--- config.mk ---
export PLATFORM = sky130hd
export DESIGN_NAME = brew_sequencer_with_thermostat_flat
export DESIGN_NICKNAME = d
export VERILOG_FILES = /design/src/sv/bsq_pkg.sv /design/src/sv/bsq_if.sv /design/src/sv/bsq_ctrl.sv /design/src/sv/bsq_datapath.sv /design/src/sv/brew_sequencer_with_thermostat.sv /design/src/flat_wrapper.sv
export VERILOG_INCLUDE_DIRS = /design/src /design/src/sv
export SDC_FILE = /design/constraint.sdc
export NUM_CORES = 1
export LEC_CHECK = 0
export ABC_AREA = 0
export BUFFER_PORTS_ARGS = -buffer_cell sky130_fd_sc_hd__buf_2
export CORE_UTILIZATION = 50
export DETAILED_ROUTE_END_ITERATION = 6
export PLACE_DENSITY_LB_ADDON = 0.15
export SLEW_MARGIN = 20
export SYNTH_ARGS = -nofsm -noshare
export SYNTH_HDL_FRONTEND = slang
export SYNTH_SLANG_ARGS = --single-unit
--- constraint.sdc ---
create_clock -name clk -period 6.35 [get_ports clk]
set_input_delay 1.5875 -clock clk [delete_from_list [all_inputs] [get_ports clk]]
set_output_delay 1.5875 -clock clk [all_outputs]
set_load 0.005 [all_outputs]
--- src/sv/assert_macros.svh ---
// Assertion macros shared by the brew sequencer RTL.
// Depends on nothing; included by files that carry concurrent assertions.
`ifndef ASSERT_MACROS_SVH
`define ASSERT_MACROS_SVH

// Same-cycle implication, held off while reset is asserted
`define ASSERT_IMPLIES(label, clk, rst_n, ante, cons) \
    label: assert property (@(posedge clk) disable iff (!rst_n) (ante) |-> (cons)) \
        else $error("assertion failed: same-cycle implication");

// Next-cycle implication, held off while reset is asserted
`define ASSERT_NEXT(label, clk, rst_n, ante, cons) \
    label: assert property (@(posedge clk) disable iff (!rst_n) (ante) |=> (cons)) \
        else $error("assertion failed: next-cycle implication");

`endif

--- src/sv/bsq_pkg.sv ---
// Package for the brew sequencer: widths, register indexes, phase codes,
// beat payload types and the controller/datapath command and status structs.
// Depends on nothing.
`timescale 1ns / 1ps

package bsq_pkg;

    localparam int TEMP_BITS     = 10;
    localparam int TIME_BITS     = 22;
    localparam int DELTA_BITS    = 10;
    localparam int BREW_BITS     = 20;
    localparam int SLEEP_BITS    = 22;
    localparam int PCT_BITS      = 7;
    localparam int PHASE_BITS    = 3;
    localparam int CFG_IDX_BITS  = 3;
    localparam int CFG_DATA_BITS = 22;
    localparam int CMP_BITS      = (TIME_BITS > SLEEP_BITS) ? TIME_BITS : SLEEP_BITS;
    localparam int NUM_BITS      = BREW_BITS + PCT_BITS;
    localparam int DIV_STEPS     = PCT_BITS;
    localparam int CNT_BITS      = $clog2(DIV_STEPS);

    localparam logic [PCT_BITS-1:0]   PCT_FULL        = PCT_BITS'(100);
    localparam logic [BREW_BITS-1:0]  FILTER_TIME_RST = BREW_BITS'(120000);
    localparam logic [BREW_BITS-1:0]  ESPR_TIME_RST   = BREW_BITS'(30000);
    localparam logic [SLEEP_BITS-1:0] SLEEP_AFTER_RST = SLEEP_BITS'(60000);
    localparam logic [TEMP_BITS-1:0]  PREHEAT_RST     = TEMP_BITS'(600);
    localparam logic [TEMP_BITS-1:0]  BREW_LEVEL_RST  = TEMP_BITS'(700);

    typedef enum logic [CFG_IDX_BITS-1:0] {
        REG_FILTER_TIME  = 3'd0,
        REG_ESPR_TIME    = 3'd1,
        REG_SLEEP_AFTER  = 3'd2,
        REG_PREHEAT_LVL  = 3'd3,
        REG_BREW_LVL     = 3'd4
    } cfg_reg_t;

    typedef enum logic [PHASE_BITS-1:0] {
        PH_SELECT  = 3'd0,
        PH_ASLEEP  = 3'd1,
        PH_PREHEAT = 3'd2,
        PH_COAST   = 3'd3,
        PH_BREW    = 3'd4
    } phase_t;

    typedef enum logic [1:0] {
        CS_IDLE = 2'd0,
        CS_PREP = 2'd1,
        CS_DIV  = 2'd2,
        CS_PUSH = 2'd3
    } ctl_state_t;

    typedef struct packed {
        logic [DELTA_BITS-1:0] delta_ms;
        logic [TEMP_BITS-1:0]  temp_code;
        logic                  switch_pressed;
        logic                  select_pressed;
    } poll_item_t;

    typedef struct packed {
        logic [PHASE_BITS-1:0] phase;
        logic                  heater_on;
        logic                  pump_on;
        logic                  mode_espresso;
        logic [PCT_BITS-1:0]   progress_pct;
        logic                  brew_done;
    } result_item_t;

    // Controller to datapath
    typedef struct packed {
        logic step;
        logic prep;
        logic div;
        logic push;
    } bsq_cmd_t;

    // Datapath to controller
    typedef struct packed {
        logic need_div;
        logic out_free;
    } bsq_stat_t;

endpackage

--- src/sv/bsq_if.sv ---
// Channel interfaces of the brew sequencer: poll input, result output and
// configuration write. Depends on bsq_pkg.
`timescale 1ns / 1ps

interface bsq_poll_if;
    import bsq_pkg::*;
    logic       valid;
    logic       ready;
    poll_item_t data;
    modport source (output valid, output data, input ready);
    modport sink (input valid, input data, output ready);
endinterface

interface bsq_result_if;
    import bsq_pkg::*;
    logic         valid;
    logic         ready;
    result_item_t data;
    modport source (output valid, output data, input ready);
    modport sink (input valid, input data, output ready);
endinterface

interface bsq_cfg_if;
    import bsq_pkg::*;
    logic                     valid;
    logic                     ready;
    logic [CFG_IDX_BITS-1:0]  index;
    logic [CFG_DATA_BITS-1:0] data;
    modport source (output valid, output index, output data, input ready);
    modport sink (input valid, input index, input data, output ready);
endinterface

--- src/sv/bsq_ctrl.sv ---
// Controller of the brew sequencer: sequences accept, divider set-up,
// divide steps and result hand-off. Depends on bsq_pkg.
`timescale 1ns / 1ps

module bsq_ctrl (
    input  logic              clk,
    input  logic              rst_n,
    input  logic              poll_valid,
    output logic              poll_ready,
    input  bsq_pkg::bsq_stat_t stat,
    output bsq_pkg::bsq_cmd_t  cmd
);
    import bsq_pkg::*;

    ctl_state_t          state_reg, state_next;
    logic [CNT_BITS-1:0] cnt_reg, cnt_next;

    // State and step counter
    always_ff @(posedge clk or negedge rst_n)
    begin
        if (!rst_n)
        begin
            state_reg <= CS_IDLE;
            cnt_reg   <= '0;
        end
        else
        begin
            state_reg <= state_next;
            cnt_reg   <= cnt_next;
        end
    end

    // Next state
    always_comb
    begin
        state_next = state_reg;
        case (state_reg)
            CS_IDLE:
            begin
                if (poll_valid)
                begin
                    state_next = stat.need_div ? CS_PREP : CS_PUSH;
                end
            end
            CS_PREP:
            begin
                state_next = CS_DIV;
            end
            CS_DIV:
            begin
                if (cnt_reg == '0)
                begin
                    state_next = CS_PUSH;
                end
            end
            CS_PUSH:
            begin
                if (stat.out_free)
                begin
                    state_next = CS_IDLE;
                end
            end
            default:
            begin
                state_next = CS_IDLE;
            end
        endcase
    end

    // Outputs and divide step count
    always_comb
    begin
        cmd        = '0;
        poll_ready = 1'b0;
        cnt_next   = cnt_reg;
        case (state_reg)
            CS_IDLE:
            begin
                poll_ready = 1'b1;
                cmd.step   = poll_valid;
            end
            CS_PREP:
            begin
                cmd.prep = 1'b1;
                cnt_next = CNT_BITS'(DIV_STEPS - 1);
            end
            CS_DIV:
            begin
                cmd.div  = 1'b1;
                cnt_next = cnt_reg - CNT_BITS'(1);
            end
            CS_PUSH:
            begin
                cmd.push = stat.out_free;
            end
            default:
            begin
                cmd = '0;
            end
        endcase
    end

endmodule

--- src/sv/bsq_datapath.sv ---
// Datapath of the brew sequencer: configuration registers, phase state,
// poll step logic, restoring percentage divider and result register.
// Depends on bsq_pkg.
`timescale 1ns / 1ps

module bsq_datapath (
    input  logic                               clk,
    input  logic                               rst_n,
    input  bsq_pkg::poll_item_t                poll_data,
    input  logic                               cfg_valid,
    input  logic [bsq_pkg::CFG_IDX_BITS-1:0]   cfg_index,
    input  logic [bsq_pkg::CFG_DATA_BITS-1:0]  cfg_data,
    input  bsq_pkg::bsq_cmd_t                  cmd,
    output bsq_pkg::bsq_stat_t                 stat,
    output logic                               res_valid,
    input  logic                               res_ready,
    output bsq_pkg::result_item_t              res_data
);
    import bsq_pkg::*;

    // Configuration registers
    logic [BREW_BITS-1:0]  filter_time_reg, espr_time_reg;
    logic [SLEEP_BITS-1:0] sleep_after_reg;
    logic [TEMP_BITS-1:0]  preheat_lvl_reg, brew_lvl_reg;

    // Sequencer state
    phase_t               phase_reg, phase_next;
    logic                 mode_reg, mode_next;
    logic                 heater_reg, heater_next;
    logic                 pump_reg, pump_next;
    logic [TIME_BITS-1:0] elapsed_reg, elapsed_next;
    logic                 done_reg, done_next;
    logic                 div_used_reg, div_used_next;

    // Divider
    logic [NUM_BITS-1:0]  rem_reg, rem_next;
    logic [NUM_BITS-1:0]  dsh_reg, dsh_next;
    logic [PCT_BITS-1:0]  quo_reg, quo_next;

    // Result register
    logic                 res_valid_reg, res_valid_next;
    result_item_t         res_data_reg, res_data_next;

    logic [TIME_BITS:0]   sum;
    logic [TIME_BITS-1:0] sat_time;
    logic [BREW_BITS-1:0] brew_time;
    logic [TIME_BITS-1:0] brew_elapsed;
    logic                 brew_heater;
    logic                 brew_running;
    logic                 need_div;
    logic                 quo_bit;

    // Write configuration registers
    always_ff @(posedge clk or negedge rst_n)
    begin
        if (!rst_n)
        begin
            filter_time_reg <= FILTER_TIME_RST;
            espr_time_reg   <= ESPR_TIME_RST;
            sleep_after_reg <= SLEEP_AFTER_RST;
            preheat_lvl_reg <= PREHEAT_RST;
            brew_lvl_reg    <= BREW_LEVEL_RST;
        end
        else if (cfg_valid)
        begin
            case (cfg_reg_t'(cfg_index))
                REG_FILTER_TIME: filter_time_reg <= cfg_data[BREW_BITS-1:0];
                REG_ESPR_TIME:   espr_time_reg   <= cfg_data[BREW_BITS-1:0];
                REG_SLEEP_AFTER: sleep_after_reg <= cfg_data[SLEEP_BITS-1:0];
                REG_PREHEAT_LVL: preheat_lvl_reg <= cfg_data[TEMP_BITS-1:0];
                REG_BREW_LVL:    brew_lvl_reg    <= cfg_data[TEMP_BITS-1:0];
                default:         filter_time_reg <= filter_time_reg;
            endcase
        end
    end

    // Saturating elapsed time and the mode's brew time
    always_comb
    begin
        sum       = {1'b0, elapsed_reg} + (TIME_BITS + 1)'(poll_data.delta_ms);
        sat_time  = sum[TIME_BITS] ? '1 : sum[TIME_BITS-1:0];
        brew_time = mode_reg ? espr_time_reg : filter_time_reg;
    end

    // Thermostat and time advance of a brewing poll
    always_comb
    begin
        brew_running = CMP_BITS'(elapsed_reg) < CMP_BITS'(brew_time);
        brew_elapsed = elapsed_reg;
        brew_heater  = heater_reg;
        if (brew_running)
        begin
            if (poll_data.temp_code < brew_lvl_reg)
            begin
                brew_heater = 1'b1;
            end
            else if (poll_data.temp_code > brew_lvl_reg)
            begin
                brew_heater = 1'b0;
            end
            brew_elapsed = sat_time;
        end
    end

    // Step the sequencer by one poll
    always_comb
    begin
        phase_next   = phase_reg;
        mode_next    = mode_reg;
        heater_next  = heater_reg;
        pump_next    = pump_reg;
        elapsed_next = elapsed_reg;
        done_next    = 1'b0;
        need_div     = 1'b0;
        case (phase_reg)
            PH_SELECT:
            begin
                if (poll_data.select_pressed)
                begin
                    phase_next   = PH_PREHEAT;
                    heater_next  = 1'b1;
                    elapsed_next = '0;
                end
                else
                begin
                    mode_next    = mode_reg ^ poll_data.switch_pressed;
                    elapsed_next = sat_time;
                    if (CMP_BITS'(sat_time) > CMP_BITS'(sleep_after_reg))
                    begin
                        phase_next = PH_ASLEEP;
                    end
                end
            end
            PH_PREHEAT, PH_COAST:
            begin
                if (phase_reg == PH_COAST || poll_data.temp_code >= preheat_lvl_reg)
                begin
                    heater_next = 1'b0;
                    phase_next  = PH_COAST;
                    if (poll_data.temp_code >= brew_lvl_reg)
                    begin
                        phase_next   = PH_BREW;
                        pump_next    = 1'b1;
                        elapsed_next = '0;
                    end
                end
            end
            PH_BREW:
            begin
                if (CMP_BITS'(brew_elapsed) >= CMP_BITS'(brew_time))
                begin
                    pump_next    = 1'b0;
                    heater_next  = 1'b0;
                    done_next    = 1'b1;
                    phase_next   = PH_SELECT;
                    elapsed_next = '0;
                end
                else
                begin
                    heater_next  = brew_heater;
                    elapsed_next = brew_elapsed;
                    need_div     = 1'b1;
                end
            end
            default:
            begin
                phase_next  = PH_ASLEEP;
                heater_next = 1'b0;
                pump_next   = 1'b0;
            end
        endcase
    end

    // Divider: load 100*elapsed over the shifted brew time, then one quotient bit a step
    always_comb
    begin
        rem_next = rem_reg;
        dsh_next = dsh_reg;
        quo_next = quo_reg;
        quo_bit  = rem_reg >= dsh_reg;
        if (cmd.prep)
        begin
            rem_next = NUM_BITS'(elapsed_reg) * NUM_BITS'(PCT_FULL);
            dsh_next = NUM_BITS'(brew_time) << (DIV_STEPS - 1);
            quo_next = '0;
        end
        else if (cmd.div)
        begin
            if (quo_bit)
            begin
                rem_next = rem_reg - dsh_reg;
            end
            dsh_next = dsh_reg >> 1;
            quo_next = {quo_reg[PCT_BITS-2:0], quo_bit};
        end
    end

    // Result register: load on push, drop when the beat is taken
    always_comb
    begin
        res_valid_next = res_valid_reg;
        res_data_next  = res_data_reg;
        if (res_valid_reg && res_ready)
        begin
            res_valid_next = 1'b0;
        end
        if (cmd.push)
        begin
            res_valid_next              = 1'b1;
            res_data_next.phase         = phase_reg;
            res_data_next.heater_on     = heater_reg;
            res_data_next.pump_on       = pump_reg;
            res_data_next.mode_espresso = mode_reg;
            res_data_next.brew_done     = done_reg;
            res_data_next.progress_pct  = done_reg     ? PCT_FULL :
                                          div_used_reg ? quo_reg  : '0;
        end
        div_used_next = cmd.step ? need_div : div_used_reg;
    end

    // Control state
    always_ff @(posedge clk or negedge rst_n)
    begin
        if (!rst_n)
        begin
            phase_reg     <= PH_SELECT;
            mode_reg      <= 1'b0;
            heater_reg    <= 1'b0;
            pump_reg      <= 1'b0;
            elapsed_reg   <= '0;
            res_valid_reg <= 1'b0;
        end
        else
        begin
            if (cmd.step)
            begin
                phase_reg   <= phase_next;
                mode_reg    <= mode_next;
                heater_reg  <= heater_next;
                pump_reg    <= pump_next;
                elapsed_reg <= elapsed_next;
            end
            res_valid_reg <= res_valid_next;
        end
    end

    // Payload registers
    always_ff @(posedge clk)
    begin
        if (cmd.step)
        begin
            done_reg <= done_next;
        end
        div_used_reg <= div_used_next;
        rem_reg      <= rem_next;
        dsh_reg      <= dsh_next;
        quo_reg      <= quo_next;
        res_data_reg <= res_data_next;
    end

    assign stat.need_div = need_div;
    assign stat.out_free = !res_valid_reg || res_ready;
    assign res_valid     = res_valid_reg;
    assign res_data      = res_data_reg;

endmodule

--- src/sv/brew_sequencer_with_thermostat.sv ---
// Brew sequencer with thermostat: one result beat for every poll beat. A poll
// outside brewing goes from idle to the push state, where its result is loaded
// into the result register; a brewing poll that does not finish first passes the
// restoring percentage divider: one set-up step and 7 steps of one quotient bit
// each, then the push state. A poll is taken only while the controller is idle,
// so the next one can be accepted in the cycle after the previous result has
// been loaded. A result left waiting in the result register stalls the following
// poll after its acceptance, and no further poll is taken until the waiting beat
// leaves.
// Configuration writes are taken every cycle and must only be made while idle.
// Depends on bsq_pkg, bsq_if, bsq_ctrl, bsq_datapath and assert_macros.svh.
`timescale 1ns / 1ps
`include "assert_macros.svh"

module brew_sequencer_with_thermostat (
    input  logic                clk,
    input  logic                rst_n,
    bsq_poll_if.sink            poll,
    bsq_result_if.source        result,
    bsq_cfg_if.sink             cfg
);
    import bsq_pkg::*;

    bsq_cmd_t  cmd;
    bsq_stat_t stat;
    logic      poll_ready;
    logic      done_ok;
    logic      pump_ok;
    logic      idle_beat;
    logic      pct_ok;

    assign poll.ready = poll_ready;
    assign cfg.ready  = 1'b1;

    // Sequence control
    bsq_ctrl u_ctrl (
        .clk        (clk),
        .rst_n      (rst_n),
        .poll_valid (poll.valid),
        .poll_ready (poll_ready),
        .stat       (stat),
        .cmd        (cmd)
    );

    // State, arithmetic and result register
    bsq_datapath u_datapath (
        .clk        (clk),
        .rst_n      (rst_n),
        .poll_data  (poll.data),
        .cfg_valid  (cfg.valid),
        .cfg_index  (cfg.index),
        .cfg_data   (cfg.data),
        .cmd        (cmd),
        .stat       (stat),
        .res_valid  (result.valid),
        .res_ready  (result.ready),
        .res_data   (result.data)
    );

    // Result field checks
    assign done_ok   = result.data.progress_pct == PCT_FULL && result.data.phase == PH_SELECT;
    assign pump_ok   = result.data.phase == PH_BREW;
    assign idle_beat = result.valid && !result.data.brew_done && result.data.phase != PH_BREW;
    assign pct_ok    = result.data.progress_pct == '0;

    `ASSERT_NEXT(a_one_poll_in_flight, clk, rst_n, poll.valid && poll_ready, !poll_ready)
    `ASSERT_IMPLIES(a_done_full, clk, rst_n, result.valid && result.data.brew_done, done_ok)
    `ASSERT_IMPLIES(a_pump_only_brewing, clk, rst_n, result.valid && result.data.pump_on, pump_ok)
    `ASSERT_IMPLIES(a_pct_zero_idle, clk, rst_n, idle_beat, pct_ok)

endmodule
--- src/flat_wrapper.sv ---
// flat-port wrapper written by rule: the top's interface ports become plain ports
module brew_sequencer_with_thermostat_flat import bsq_pkg::*;
  (clk, rst_n, poll_valid, poll_data, poll_ready, result_valid, result_data, result_ready, cfg_valid, cfg_index, cfg_data, cfg_ready);
  bsq_poll_if poll_i ();
  bsq_result_if result_i ();
  bsq_cfg_if cfg_i ();
  input  logic clk;
  input  logic rst_n;
  input wire logic [$bits(poll_i.valid)-1:0] poll_valid;
  input wire logic [$bits(poll_i.data)-1:0] poll_data;
  output wire logic [$bits(poll_i.ready)-1:0] poll_ready;
  output wire logic [$bits(result_i.valid)-1:0] result_valid;
  output wire logic [$bits(result_i.data)-1:0] result_data;
  input wire logic [$bits(result_i.ready)-1:0] result_ready;
  input wire logic [$bits(cfg_i.valid)-1:0] cfg_valid;
  input wire logic [$bits(cfg_i.index)-1:0] cfg_index;
  input wire logic [$bits(cfg_i.data)-1:0] cfg_data;
  output wire logic [$bits(cfg_i.ready)-1:0] cfg_ready;
  assign poll_i.valid = poll_valid;
  assign poll_i.data = poll_data;
  assign poll_ready = poll_i.ready;
  assign result_valid = result_i.valid;
  assign result_data = result_i.data;
  assign result_i.ready = result_ready;
  assign cfg_i.valid = cfg_valid;
  assign cfg_i.index = cfg_index;
  assign cfg_i.data = cfg_data;
  assign cfg_ready = cfg_i.ready;
  brew_sequencer_with_thermostat u_core (.clk(clk), .rst_n(rst_n), .poll(poll_i), .result(result_i), .cfg(cfg_i));
endmodule
# After elaboration in Yosys (flattened, before gate mapping)
# Index checks and enable logic that the tools add are counted.
# classes
n_addsub,3
n_mul,1
n_div,0
order_cmp,8
n_eq_ne,20
shift,0
muxes,47
bitwise_logic,4
reduce_logical,28
# ops
op,count
22-bit two-way mux,6
27-bit two-way mux,3
22-bit one-hot mux with 3 select lines,1
26-bit two-way mux,2
27-bit by 26-bit >= comparator with 1-bit output,1
27-bit by 26-bit subtractor with 27-bit output,1
22-bit by 5-bit multiplier with 25-bit output (second input constant),1
22-bit by 10-bit adder with 23-bit output,1
22-bit by 20-bit >= comparator with 1-bit output,1
22-bit > comparator,1
22-bit by 20-bit less-than comparator with 1-bit output,1
10-bit >= comparator,2
20-bit two-way mux,1
1-bit two-way mux,19
3-bit two-way mux,5
2-bit inequality test (second input constant),7
2-bit AND reduction,7
3-bit by 2-bit equality test with 1-bit output (second input constant),4
10-bit > comparator,1
10-bit less-than comparator,1
5-bit AND reduction,2
3-bit logical NOT,3
3-bit one-hot mux with 3 select lines,1
2-bit two-way mux,4
other kinds (22),35
# totals
regBits,192
latchBits,0
ram_bits,0
rom_bits,0
out_inout_bits,17
wordCells,138
n_memories,0

# Depth between registers and ports, before layout
# Gate-level depths: netlist of the first run.
# depth
depth_word,9
ltp_mapped,21
mapped_depth_nobuf,19

# Cells and area by module
# A second synthesis of the first run with hierarchy kept.
# hier_totals
cells_unflattened,1483
hier_area_um2,14219.9
# by_module_without_submodules
mod,instances,cells_each,area_per_inst_um2
bsq_datapath,1,1448,13888.3
bsq_ctrl,1,33,320.3
brew_sequencer_with_thermostat,1,2,11.3

# Least setup slack after synthesis of the first run
# Ideal clock, no wire load.
# synth_timing
path_kind,input port to flip-flop
startpoint,in poll_data[12]
endpoint,reg u_core.u_datapath.elapsed_reg[14]
setup_ns,0.083
arrival_time_ns,5.448
required_ns,6.267
path_slack_ns,0.820
stages,20
path_buffers,2
cell_sequence,ha_1 > fa_1 > a21oi_1 > o211ai_1 > a41oi_1 > nor4_2 > buf_2 > or2_2 > nand2_1 > o21ai_0 > ha_1 > a2111oi_0 > o2111ai_1 > a211oi_1 > or3_1 > and2_1 > and4_1 > a21oi_1 > buf_2 > o21ai_0
# synth_via
elab_chain_cells,6
word_cells_on_any_way,7
classes_between,add/sub (1); order compare (1); mux (5)
# synth_rtl
element,line_no,rtl
start: declaration,flat_wrapper.sv:10,input wire logic [$bits(poll_i.data)-1:0] poll_data;
22-bit by 10-bit adder with 23-bit output *,bsq_datapath.sv:80,"sum = {1'b0, elapsed_reg} + (TIME_BITS + 1)'(poll_data.delta_ms);"
22-bit two-way mux *,bsq_datapath.sv:81,sat_time = sum[TIME_BITS] ? '1 : sum[TIME_BITS-1:0];
22-bit two-way mux,bsq_datapath.sv:91,if (brew_running)
22-bit by 20-bit >= comparator with 1-bit output,bsq_datapath.sv:150,if (CMP_BITS'(brew_elapsed) >= CMP_BITS'(brew_time))
22-bit two-way mux,bsq_datapath.sv:150,
22-bit one-hot mux with 3 select lines *,bsq_datapath.sv:115,case (phase_reg)
end signal: assignment,bsq_datapath.sv:241,elapsed_reg <= elapsed_next;
end: declaration,bsq_datapath.sv:31,"logic [TIME_BITS-1:0] elapsed_reg, elapsed_next;"
# Mark *: on every way between the ends. The rest lies on a longest branch, timed or not.
# A chain may end at the register's enable or synchronous reset.

# Final worst setup path of the first run
# layout_timing
startpoint,in poll_data[12]
endpoint,reg u_core.u_datapath.elapsed_reg[11]
# The elaborated chain is that of the path after synthesis.

==> flow_summary.ini, run 1 <==
[worst_hold_path]
hold_path.startpoint = u_core.u_datapath.rem_reg[0]$_SDFFE_PP0P_
holdCritPathClass = flop to flop
hold_path_depth = 2
hold_end = u_core.u_datapath.rem_reg[0]$_SDFFE_PP0P_

[die]
dieWidth_um = 170.7
ios = 69
core_area_mm2 = 0.02786
start_util_pct = 51.09
rows = 61
die_h_um = 170.7
dieArea_mm2 = 0.02914

[clock_network]
cts_setup_buffers = 0
htree_levels = 4
root_buffer = clkbuf_16
cts_tree = built
cts-resized-gates = 0
postCtsHoldBufs = 0
clk_latency_ns = 0.45
cts.sinks = 192
clock_path_buffers = 2
cts_buffers = 17
clk_transition_reported_paths_ns = 0.08

[critical_path]
r2r_slack_ns = 0.95
cp.arrival_ns = 6.25
critPathKind = primary input to flop
start_kind = primary input
critPathMaxFanout = 20
critPathCaptureType = flop
required_ns = 6.70
reg2reg_to = u_core.u_datapath.elapsed_reg[11]$_DFFE_PN0P_
r2r_cells = 19
r2r_start = u_core.u_datapath.mode_reg$_DFFE_PN0P_

[layout]
layout_common_cells = 196 x inv_1, 189 x ha_1, 155 x nand2_1
final_util_pct = 56.46
final_common_cell = inv_1
drive_gt1_share_pct = 14.41
fin_nets = 1851
antenna_cells = 0
design_area_mm2 = 0.01573
largest_reg_flops = 27
syn_to_final_growth_pct = 10.51

[timing]
fin_setup_tns_ns = 0
setup_viol = 0
fmax_ghz = 0.1696
whs_ns = 0.4540
worstMarginPinSlew_ns = 1.056
finalClockSkew_ns = 0.02034
period_minus_slack_ns = 5.897
drv_slew = 0
slew_headroom_pct = 28.99
rsz0062_at_grt = false
finalCritPeriodShare_pct = 92.86
hold_violations = 0

[yosys]
synth_nets = 1777
synthArstFlopShare_pct = 60.42
synth_edf_count = 61
syn_area_mm2 = 0.01423
ys_seq_elements = 192
synth_ff_type = dfrtp_1
syn_avg_cell_area_um2 = 9.388
yosys_warnings = 0
ys_seq_area_share_pct = 35.65
ys_types = 69
syn_inst = 1516

[detailed_routing]
via_per_inst = 5.499
post_drt_wl_per_cell_um = 17.28
dr.pass1.iters = 5
postRouteAntennaNets = 0
drc = 0
route.vias.total = 10893
wl_mm = 34.23
drt_iter0_markers = 671

[grt]
grt_max_degree = 74
grt_antenna_before_repair = 0
track_usage_pct = 24.61
grt-ovfl-total = 0
grt_pass1_vias = 10533
grt_pass1_wl_mm = 55.41

[flow_run]
maxCapViolCount = 0

[placed_design]
placed_cell_area_mm2 = 0.01510
gp_congestion = 0.9034
dp_hpwl_mm = 26.57
port_buffers = 67

[power]
p_per_area_mw_per_mm2 = 468.9
total_leakage_power_nw = 7.542
ir_drop_v = 0.0001997
power.total_mw = 7.375

[run_status]
status = complete, no violations
worst max-delay path by stage:
stage / from / endpoint / slack (ns) / cells past startpoint
after CTS: poll_data[12] / u_core.u_datapath.elapsed_reg[9]$_DFFE_PN0P_ / 0.46 / 19
after global placement: poll_data[12] / u_core.u_datapath.elapsed_reg[16]$_DFFE_PN0P_ / 0.18 / 19
after detailed placement: poll_data[12] / u_core.u_datapath.elapsed_reg[9]$_DFFE_PN0P_ / -0.02 / 19
final: poll_data[12] / u_core.u_datapath.elapsed_reg[11]$_DFFE_PN0P_ / 0.45 / 19
after floorplan: poll_data[12] / u_core.u_datapath.elapsed_reg[14]$_DFFE_PN0P_ / 0.82 / 20
after global routing: poll_data[12] / u_core.u_datapath.elapsed_reg[0]$_DFFE_PN0P_ / 0.02 / 19
power breakdown:
group | leakage (nW) | switching [mW] | internal, mW
sequential | 2.11 | 0.266 | 1.87
clock | 0.305 | 0.574 | 0.569
combinational | 5.12 | 2.44 | 1.66
total | 7.54 | 3.28 | 4.10
cell families after synthesis:
kind of cell             count (synthesis)  synth area share (%)
AND/OR/NAND/NOR                        371                 11.99
flip-flops                             192                 35.65
AO/OA/AOI/OAI                          347                 15.37
buffers and inverters                  235                 6.286
multiplexers                           104                 7.798
other                                    1               0.02635
XOR/XNOR                                57                 3.508
adder cells (fa/ha/maj)                209                 19.38
per-layer routing:
metal	wire (um)	vias up	GRT usage, %
met5	0	-	0
met4	518	0	6.189
met3	1110	27	2.845
met2	15610	211	39.79
met1	16990	5191	34.94
li1	-	5464	-
per-stage QoR:
| stage | cells | setup slack, ns |
|---|---|---|
| finish | 1981 | 0.4531 |
| global route | 1981 | 0.01808 |
| CTS | 1981 | 0.4593 |
| detailed placement | 1949 | -0.01600 |
| global placement | 1949 | 0.1814 |
| floorplan | 1516 | 0.8196 |
cell usage after synthesis (16+ instances only):
cell type / count / area (um^2)
inv_1: 196 / 735.7
ha_1: 190 / 2377
nand2_1: 155 / 581.8
o21ai_0: 105 / 525.5
a21oi_1: 86 / 430.4
dfrtp_1: 85 / 2127
nor2_1: 81 / 304.0
edfxtp_1: 61 / 1832
mux2_2: 55 / 619.3
mux2i_1: 49 / 490.5
a21o_1: 34 / 255.2
xnor2_1: 33 / 289.0
dfstp_2: 31 / 814.5
nand3_1: 27 / 135.1
clkbuf_1: 25 / 93.84
xor2_1: 24 / 210.2
o31ai_1: 20 / 150.1
fa_1: 19 / 380.4
nand4_1: 17 / 106.4
nor2b_1: 16 / 100.1
area by class of cell:
class                      count  area (um^2)
clock buffer                  19        464.2
clock inverter                13        161.4
fill                        2555        12130
inverter                     196        735.7
multi-input combinational   1089         8279
sequential                   192         5074
tap                          378        473.0
timing repair buffer          94        540.5
worst max-delay path: stages:
cell and delay [ns]:
buf_2 0.09, ha_1 0.19, fa_1 0.21, a21oi_1 0.12
o211ai_1 0.29, a41oi_1 0.22, nor4_2 0.90, nor2_1 0.21
a21oi_1 0.20, ha_1 0.25, a2111oi_0 0.57, o2111ai_1 0.21
a211oi_1 0.19, or3_1 0.18, and2_1 0.17, and4_1 0.19
a21oi_1 0.07, buf_4 0.22, o21ai_0 0.18
Note: power is estimated with default switching activity, not from simulation.
==> run 2, diff against run 1 <==
ABC_AREA = 1   (was 0)
==> run 2 against run 1 <==
Synthesized area up 2.8%. Via count up 16%. Count of clock-buffer cells in the layout down 2. Hold slack better by 0.0096 ns. Maximum frequency up 14%. Sequential cell count unchanged. Sequential share of layout area down 0.73 points. Critical path type unchanged. Critical endpoint is now u_core.u_datapath.elapsed_reg[6]$_DFFE_PN0P_.
==> flow_summary.ini, run 2 <==
[critical_path]
critPathKind = primary input to flop
required_ns = 6.72
cpMostUsedCell = nand2_1
cp.arrival_ns = 5.55
r2r_cells = 24
start_kind = primary input
critPathCaptureType = flop
slowest_stage = fa_1
critPathMaxFanout = 20
cp_slowest_stage_delay_ns = 0.47

[detailed_routing]
post_drt_wl_per_cell_um = 16.37
drt_iter0_markers = 763
wl_mm = 38.14
route.vias.total = 12616
via_per_inst = 5.415
drc = 0
postRouteAntennaNets = 0
dr.pass1.iters = 6

[clock_network]
cts_buffers = 17
postCtsHoldBufs = 0
root_buffer = clkbuf_16
clk_latency_ns = 0.45
clock_path_buffers = 2
htree_levels = 4
cts_tree = built
cts-resized-gates = 0
cts.sinks = 192
clk_transition_reported_paths_ns = 0.07
cts_setup_buffers = 0

[run_status]
status = complete, no violations

[worst_hold_path]
hold_path_depth = 0
holdCritPathClass = flop to flop

[grt]
grt_max_degree = 66
grt_pass1_vias = 12361
track_usage_pct = 26.22
grt_pass1_wl_mm = 62.32
grt_antenna_before_repair = 0
grt-ovfl-total = 0

[yosys]
synth_nets = 2126
synthArstFlopShare_pct = 60.42
synth_edf_count = 61
synth_area_leader_cell = ha_1
ys_types = 53
synth-xor-area-share_pct = 2.035
synthMostInstantiatedCell = nand2_1
ys_seq_elements = 192
synth_top_cell_area_share_pct = 16.24
synth_fa_ha_area_share_pct = 18.84
synth_top_family_by_area = adder cells
synth_area_leaders = ha_1 16%, dfrtp_1 15%, edfxtp_1 13%, nand2_1 9.8%, inv_1 7.7%
synth_ff_type = dfrtp_1
yosys-mux-area-fraction_pct = 1.299
ys_top_cells_by_count = 381 x nand2_1, 299 x inv_1, 204 x o21ai_0
yosys_warnings = 0
synth-compound-area-share_pct = 16.83
ys_seq_area_share_pct = 34.67
syn_avg_cell_area_um2 = 7.847
synthSimpleGateAreaFrac_pct = 17.16
syn_area_mm2 = 0.01464
syn_inst = 1865

[die]
die_h_um = 173.1
rows = 62
core_area_mm2 = 0.02878
dieArea_mm2 = 0.02996
ios = 69
start_util_pct = 50.85
dieWidth_um = 173.1

[timing]
period_minus_slack_ns = 5.180
rsz0062_at_grt = false
slew_headroom_pct = 31.32
setup_viol = 0
finalCritPeriodShare_pct = 81.57
fmax_ghz = 0.1931
finalClockSkew_ns = 0.01831
hold_violations = 0
drv_slew = 0
fin_setup_tns_ns = 0
worstMarginPinSlew_ns = 1.027

[layout]
largest_reg_flops = 27
final_common_cell = nand2_1
antenna_cells = 0
fin_nets = 2194
drive_gt1_share_pct = 9.147
syn_to_final_growth_pct = 9.968
fillers = 2779
layout_common_cells = 380 x nand2_1, 299 x inv_1, 204 x o21ai_0

[flow_run]
maxCapViolCount = 0

[placed_design]
dp_hpwl_mm = 30.30
gp_congestion = 0.9079
port_buffers = 67
run 2: area by class of cell:
class / count / area (um^2) / area share [%]
multi-input cells: 1323 / 8238 / 51.19
flip-flops and latches: 192 / 5074 / 31.52
inverters: 307 / 1154 / 7.168
repair buffers: 92 / 525.5 / 3.265
well taps: 384 / 480.5 / 2.985
clock buffers: 17 / 425.4 / 2.643
clock inverters: 15 / 197.7 / 1.228
run 2: final timing paths:
kind | start | endpoint | slack [ns]
worst max-delay path | poll_data[12] | u_core.u_datapath.elapsed_reg[6]$_DFFE_PN0P_ | 1.17
worst max register to register | u_core.u_datapath.mode_reg$_DFFE_PN0P_ | u_core.u_datapath.elapsed_reg[6]$_DFFE_PN0P_ | 1.27
worst min-delay path | u_core.u_datapath.pump_reg$_DFFE_PN0P_ | u_core.u_datapath.res_data[9]$_DFFE_PP_ | 0.46
min in group asynchronous | rst_n | u_core.u_datapath.res_valid$_DFFE_PN0P_ | 1.20
worst min register to register | u_core.u_datapath.pump_reg$_DFFE_PN0P_ | u_core.u_datapath.res_data[9]$_DFFE_PP_ | 0.46
max in group asynchronous | rst_n | u_core.u_datapath.sleep_after_reg[12]$_DFFE_PN0P_ | 3.87
run 2: cell families after synthesis:
kind of cell | count (synthesis)
buffers and inverters | 350
DFF | 192
muxes | 19
xor gates and xnor gates | 34
and+or+nand+nor | 609
adders and majority gates | 209
other | 1
AOI/OAI and AO/OA | 451
run 2: metrics by stage:
stage / area [um^2] / cells / hold slack [ns] / worst slack (ns) / utilization, %
global route: 16090 / 2330 / 0.4754 / 0.7936 / 55.92
detailed placement: 15470 / 2298 / 0.4419 / 0.7476 / 53.76
finish: 16090 / 2330 / 0.4636 / 1.170 / 55.92
floorplan: 14640 / 1865 / 0.4253 / 1.655 / -
global placement: 15470 / 2298 / 0.4396 / 0.7879 / 53.75
CTS: 16090 / 2330 / 0.4602 / 1.218 / 55.92
run 2: per-layer routing:
layer / GRT usage, % / up-vias / share of wire (%)
met5: 0 / - / 0
met2: 43.87 / 258 / 47
met3: 2.924 / 53 / 3.5
li1: - / 6366 / -
met1: 35.72 / 5939 / 47
met4: 7.854 / 0 / 2.1
run 2: critical path, delay by kind of cell:
kind / cells / cell delay, ns
fa+ha+maj: 3 / 1.03
simple gates: 15 / 1.67
compound gates: 3 / 0.56
buf+inv: 4 / 0.69
Power of run 2 is left out: the tool's default activity adds up to more than one toggle a clock period on the data nets, which glitch-free logic cannot reach.
